$ cat config.mk
export PLATFORM = sky130hd
export DESIGN_NAME = insertion_sorter_unit
export DESIGN_NICKNAME = d
export VERILOG_FILES = /design/src/rtl/core/isu_pkg.sv /design/src/rtl/core/isu_datapath.sv /design/src/rtl/core/isu_ctrl.sv /design/src/rtl/core/insertion_sorter_unit.sv
export SDC_FILE = /design/constraint.sdc
export NUM_CORES = 2
export LEC_CHECK = 0
export ABC_AREA = 1
export ABC_CLOCK_PERIOD_IN_PS = 8500
export BUFFER_PORTS_ARGS = -buffer_cell sky130_fd_sc_hd__clkbuf_2
export CAP_MARGIN = 20
export CORE_ASPECT_RATIO = 1.5
export CORE_MARGIN = 1.5
export CORE_UTILIZATION = 70
export DETAILED_ROUTE_END_ITERATION = 8
export PLACE_DENSITY = 0.87
export SLEW_MARGIN = 20
export SYNTH_ARGS = -nofsm -noshare
export SYNTH_HDL_FRONTEND = slang
export SYNTH_SLANG_ARGS = --single-unit
$ cat constraint.sdc
create_clock -name clk -period 8.5 [get_ports clk]
set_input_delay 0 -clock clk [delete_from_list [all_inputs] [get_ports clk]]
set_output_delay 0 -clock clk [all_outputs]
set_load 0.1 [all_outputs]
$ cat src/rtl/core/isu_pkg.sv
// ----------------------------------------------------------------------------
// isu_pkg: shared types and constants of the insertion sorter
// Capacity, counter width, beat payload structs and the controller/datapath
// command and status groups.
// ----------------------------------------------------------------------------
package isu_pkg;

  // store capacity and width of the fill counter (holds 0..MAX_LEN)
  localparam int MAX_LEN = 16;
  localparam int CNT_W   = $clog2(MAX_LEN + 1);

  // input beat
  typedef struct packed {
    logic signed [31:0] value;
    logic               last;
  } in_item_t;

  // result beat
  typedef struct packed {
    logic signed [31:0] sorted_value;
    logic               final_res;
    logic               overflow;
  } out_item_t;

  // controller -> datapath
  typedef struct packed {
    logic ins;     // insert the input value
    logic shift;   // pop head entry, move store down by one
  } dp_cmd_t;

  // datapath -> controller
  typedef struct packed {
    logic one_left;  // exactly one entry remains
  } dp_stat_t;

endpackage

$ cat src/rtl/core/isu_datapath.sv
// ----------------------------------------------------------------------------
// isu_datapath: sorted store of the insertion sorter
// Row of compare/shift cells that inserts one value per cycle in order, plus
// the fill counter and drop flag. Output pops the head and shifts down.
// ----------------------------------------------------------------------------
module isu_datapath (
  input  logic              clk,
  input  logic              rst_n,
  input  isu_pkg::dp_cmd_t  cmd,
  input  logic signed [31:0] in_value,
  output isu_pkg::dp_stat_t stat,
  output isu_pkg::out_item_t out_data
);
  import isu_pkg::*;

  logic signed [31:0] store_r [MAX_LEN];
  logic signed [31:0] store_nxt [MAX_LEN];
  logic [CNT_W-1:0]   count_r, count_nxt;
  logic               drop_r, drop_nxt;
  logic [MAX_LEN-1:0] gt;
  logic               full;

  assign full = (count_r == CNT_W'(MAX_LEN));

  // per cell: entry moves up (or is free) when it lies above the new value
  always_comb begin
    for (int i = 0; i < MAX_LEN; i++) begin
      gt[i] = (CNT_W'(i) >= count_r) || (store_r[i] > in_value);
    end
  end

  // next store contents
  always_comb begin
    for (int i = 0; i < MAX_LEN; i++) begin
      store_nxt[i] = store_r[i];
    end
    if (cmd.ins && !full) begin
      store_nxt[0] = gt[0] ? in_value : store_r[0];
      for (int i = 1; i < MAX_LEN; i++) begin
        if (gt[i]) begin
          store_nxt[i] = gt[i-1] ? store_r[i-1] : in_value;
        end
      end
    end else if (cmd.shift) begin
      for (int i = 0; i < MAX_LEN - 1; i++) begin
        store_nxt[i] = store_r[i+1];
      end
    end
  end

  // fill count and drop flag
  always_comb begin
    count_nxt = count_r;
    drop_nxt  = drop_r;
    if (cmd.ins) begin
      if (full) begin
        drop_nxt = 1'b1;
      end else begin
        count_nxt = count_r + CNT_W'(1);
      end
    end else if (cmd.shift) begin
      count_nxt = count_r - CNT_W'(1);
      if (count_r == CNT_W'(1)) begin
        drop_nxt = 1'b0;
      end
    end
  end

  always_ff @(posedge clk) begin
    if (!rst_n) begin
      count_r <= '0;
      drop_r  <= 1'b0;
    end else begin
      count_r <= count_nxt;
      drop_r  <= drop_nxt;
    end
  end

  // store payload, no reset
  always_ff @(posedge clk) begin
    for (int i = 0; i < MAX_LEN; i++) begin
      store_r[i] <= store_nxt[i];
    end
  end

  assign stat.one_left       = (count_r == CNT_W'(1));
  assign out_data.sorted_value = store_r[0];
  assign out_data.final_res    = (count_r == CNT_W'(1));
  assign out_data.overflow     = drop_r;

endmodule

$ cat src/rtl/core/isu_ctrl.sv
// ----------------------------------------------------------------------------
// isu_ctrl: controller of the insertion sorter
// Accepts beats while idle, and after a last beat drains the store one
// result per cycle until the greatest entry has gone out.
// ----------------------------------------------------------------------------
module isu_ctrl (
  input  logic              clk,
  input  logic              rst_n,
  input  logic              start,
  input  logic              in_last,
  input  isu_pkg::dp_stat_t stat,
  output isu_pkg::dp_cmd_t  cmd,
  output logic              busy,
  output logic              out_valid
);
  import isu_pkg::*;

  localparam logic ST_IDLE = 1'b0;
  localparam logic ST_EMIT = 1'b1;

  logic state_r, state_nxt;
  logic accept;

  assign accept = start && (state_r == ST_IDLE);

  // next state
  always_comb begin
    state_nxt = state_r;
    unique case (state_r)
      ST_IDLE: begin
        if (accept && in_last) state_nxt = ST_EMIT;
      end
      ST_EMIT: begin
        if (stat.one_left) state_nxt = ST_IDLE;
      end
      default: state_nxt = ST_IDLE;
    endcase
  end

  always_ff @(posedge clk) begin
    if (!rst_n) begin
      state_r <= ST_IDLE;
    end else begin
      state_r <= state_nxt;
    end
  end

  assign cmd.ins   = accept;
  assign cmd.shift = (state_r == ST_EMIT);
  assign busy      = (state_r == ST_EMIT);
  assign out_valid = (state_r == ST_EMIT);

endmodule

$ cat src/rtl/core/insertion_sorter_unit.sv
// ----------------------------------------------------------------------------
// insertion_sorter_unit: streaming insertion sorter, top level
// A beat is inserted in the cycle it is accepted; after a last beat the stored
// values follow back to back in ascending order, starting in the next cycle.
// Takes one beat per cycle while idle; busy while the stored values go out
// through the single shift-out path of the store. Results cannot be stalled.
// Reset (synchronous, rst_n low) clears fill count, drop flag and state.
// ----------------------------------------------------------------------------
module insertion_sorter_unit (
  input  logic               clk,
  input  logic               rst_n,
  input  logic               start,
  output logic               busy,
  input  isu_pkg::in_item_t  in_data,
  output logic               out_valid,
  output isu_pkg::out_item_t out_data
);
  import isu_pkg::*;

  dp_cmd_t  cmd;
  dp_stat_t stat;

  // sequencing
  isu_ctrl u_ctrl (
    .clk       (clk),
    .rst_n     (rst_n),
    .start     (start),
    .in_last   (in_data.last),
    .stat      (stat),
    .cmd       (cmd),
    .busy      (busy),
    .out_valid (out_valid)
  );

  // sorted store
  isu_datapath u_dp (
    .clk      (clk),
    .rst_n    (rst_n),
    .cmd      (cmd),
    .in_value (in_data.value),
    .stat     (stat),
    .out_data (out_data)
  );

endmodule

==> impl_metrics.ini <==
[grt]
grt_pass1_vias = 35220
grt_pass1_wl_um = 165300
overflow = 0
antenna_found_initial = 0
grt_usage = 0.3468
grt_max_degree = 102

[sta]
fin_crit_sh = 0.4951
fin_skew_ns = 0.01561
setup_viol = 0
worstMarginPinSlew_ns = 1.103
min_period_ns = 4.208
worst_hold_slack_ns = 0.1835
rsz0062_at_grt = no
slew_viol_final = 0
max_freq_ghz = 0.2376
finalHoldViolCount = 0
fin_tns_setup_ns = 0
relSlewSlack = 0.2647

[placed_design]
dp_cells = 6110
globalplace.congestion = 0.9386
port_buffers = 71
dp_hpwl_um = 77290

[critical_path]
path_class = primary input to register
worstPathCellList = dlygate4sd3_1, clkbuf_2, inv_1, ha_1, a21oi_1, o21ai_0, o21bai_1, nand2_1, nand2_1, nand2_1, nand2_1, nand2_1, nand3_2, nand2_2, nand2_1, nand2_1, buf_4
cp.required_ns = 8.76
end_kind = register
cp_data_arrival_time_ns = 4.47
cp_slowest_cell = nand2_2
crit_path_max_fanout = 33
r2r_end = u_dp.store_r[1][5]
r2r_setup_slack_ns = 4.30
cpMostUsedCell = nand2_1
ff2ff_path_depth = 9
cp-start-kind = primary input
r2r_start = u_dp.count_r[0]
crit_end = u_dp.store_r[3][69]
cp_slowest_stage_delay_ns = 0.84
critPathLaunch = in_data[8]

[clocking]
cts_resized = 0
cts_sinks = 519
cts_buffer_depth = 3
cts_buffers = 53
cts_tree = built
cts_root_buf = clkbuf_16
clk_pin_slew_worst_paths_ns = 0.06
clock_latency_ns = 0.62
htreeDepth = 2

[die]
boundaryPins = 72
rows = 107
die-area_um2 = 59290
die_w_um = 199.3
core_area_um2 = 57030
die_height_um = 297.5
initial_core_util = 0.7096

[cells_and_area]
n_fill_cell = 4455
finalNonFillerCells = 6243
area_delta_synth_final_pct = 4.971
antenna_cells = 0
drive_gt1_frac = 0.04288
final_core_util = 0.7449
fin_nets = 5992

[routing]
drt-total-wl_um = 101800
route.detailed.drc = 0
via_per_inst = 5.569
drtIter0Drc = 2628
firstDrtPassIters = 8
wl_per_cell_um = 16.31
vias = 34770
ant_nets = 0

[yosys]
syn_area_um2 = 40470
ys_ff_latch = 519
ys_seq_area_frac = 0.3834
syn_inst = 5474
postSynthAreaPerCell_um2 = 7.393
ys_warn_count = 0
synth.distinct_cells = 40
syn_nets = 6027

[power_and_ir_drop]
powerDensity_nw_per_um2 = 260.2
pwr-share-comb = 0.400
p_int_mw = 6.467
p_sw_frac = 0.4150
cellLeakagePower_nw = 24.08
p_switching_mw = 4.588
power_frac_clock = 0.204
peakVddDrop_uv = 205.7
seqPwrFrac = 0.396

[flow_run]
cap_violations = 0

[run_status]
status = finished clean

[worst_hold_path]
hold_class = primary input to register
power by group through the flow:
| stage | Combinational, mW | Clock [mW] | Sequential [mW] |
|---|---|---|---|
| after CTS | 4.37 | 2.26 | 4.35 |
| after global placement | 4.11 | 0 | 4.37 |
| after detailed placement | 4.31 | 0 | 4.40 |
| final | 4.42 | 2.25 | 4.38 |
| after floorplan | 3.50 | 0 | 4.22 |
| after global routing | 5.06 | 2.35 | 4.45 |
cell usage after synthesis:
master	number	area [um^2]
clkbuf_1	51	191.4
o31ai_1	1	7.510
o21a_1	26	195.2
o21bai_1	1	7.510
xor2_1	1	8.760
clkinv_2	1	5.000
nor2_2	9	56.30
o21ai_1	4	20.02
ha_1	517	6469
nand2_2	17	106.4
buf_6	46	518.0
dfxtp_1	7	140.1
a311oi_1	1	8.760
nand4_1	38	237.7
nand3_1	66	330.3
nand3_2	7	70.07
nand2_4	21	236.5
o221ai_1	1	8.760
nand3b_1	2	15.01
nor3_1	13	65.06
nor4_1	1	6.260
inv_1	606	2275
inv_2	5	18.77
o21ai_0	107	535.5
a21o_1	6	45.04
nor2_1	132	495.5
o41ai_1	1	8.760
nor4_2	11	137.6
nand2_1	2877	10800
o211ai_1	1	7.510
nor3b_1	1	7.510
inv_6	1	8.760
edfxtp_1	512	15370
buf_4	49	367.9
a21oi_1	257	1286
o21ba_2	1	10.01
nor3b_2	1	12.51
clkinv_1	1	3.750
a31oi_1	1	6.260
buf_2	73	365.4
worst max-delay path, delay by kind of cell:
kind | cells | cell delay (ns)
adders and majority gates | 1 | 0.37
AOI/OAI and AO/OA | 3 | 0.51
buffers and inverters | 4 | 1.56
and+or+nand+nor | 9 | 1.98
per-layer routing:
layer	share of wire	global-route usage
met1	0.38	0.3926
met4	0.062	0.2244
met5	0	0
met3	0.059	0.03526
met2	0.50	0.6146
repair_timing:
| item | in CTS | in global routing |
|---|---|---|
| endpoints found under the setup margin | 0 | 0 |
| endpoints found under the hold margin | 42 | 0 |
| setup buffers | 0 | 0 |
| hold buffers | 36 | 0 |
placed cells by master (no fill, tap or decap), types with 2 or more instances in the layout:
cell type      count
nor4_2            11
o21ai_0          107
inv_2              5
nor2_1           132
dfxtp_1            7
nand3_1           66
ha_1             517
a21oi_1          256
o21ai_1            3
a21o_1             6
nand2_1         2877
nand4_1           38
clkinv_2           9
nand3_2            7
clkinv_1          18
nand3b_1           2
inv_1            606
buf_4             21
nand2_2           17
o21a_1            26
nor2_2             9
nand2_4           20
clkbuf_1          13
dlygate4sd3_1     36
edfxtp_1         512
clkbuf_2          71
inv_6              2
clkbuf_16         55
nor3_1            13
cells by family after synthesis:
family                     after synthesis  synth area share
DFF                                    519            0.3834
adders and majority gates              517            0.1598
and+or+nand+nor                       3196            0.3108
AOI/OAI and AO/OA                      408           0.05305
buffers and inverters                  833           0.09275
xor gates and xnor gates                 1         0.0002165
worst min-delay path by stage:
stage,slack [ns],startpoint,depth (start not counted),end
detailed placement,0.34,rst_n,3,u_dp.count_r[2]
finish,0.18,in_data[1],3,u_dp.store_r[3][96]
global placement,0.33,in_data[32],3,u_dp.store_r[3][127]
CTS,0.15,in_data[1],3,u_dp.store_r[3][96]
global route,0.21,in_data[1],3,u_dp.store_r[3][96]
floorplan,0.13,rst_n,2,u_dp.drop_r
area by class of cell:
cell class              count  area (um^2)  area share
multi-input cells        4122        21220      0.4996
clock buffers              68         1425     0.03355
inverters                 614         2311     0.05440
clock inverters            28        150.1    0.003534
well taps                 763        954.7     0.02247
repair buffers            129        900.9     0.02121
flip-flops and latches    519        15510      0.3652
registers in the layout, summed over array words and instances (netlist names):
register and flops:
u_dp.count_r 5, u_dp.drop_r 1, u_dp.store_r 512, u_ctrl.busy 1
stage by stage:
step	cell area [um^2]	total power, mW	setup slack (ns)
after floorplan	40470	7.723	4.995
final	42480	11.05	4.292
after CTS	42450	10.99	4.276
after global placement	40520	8.480	4.285
after detailed placement	40520	8.703	4.171
after global routing	42480	11.86	3.943
(Power assumes the default switching activity.)
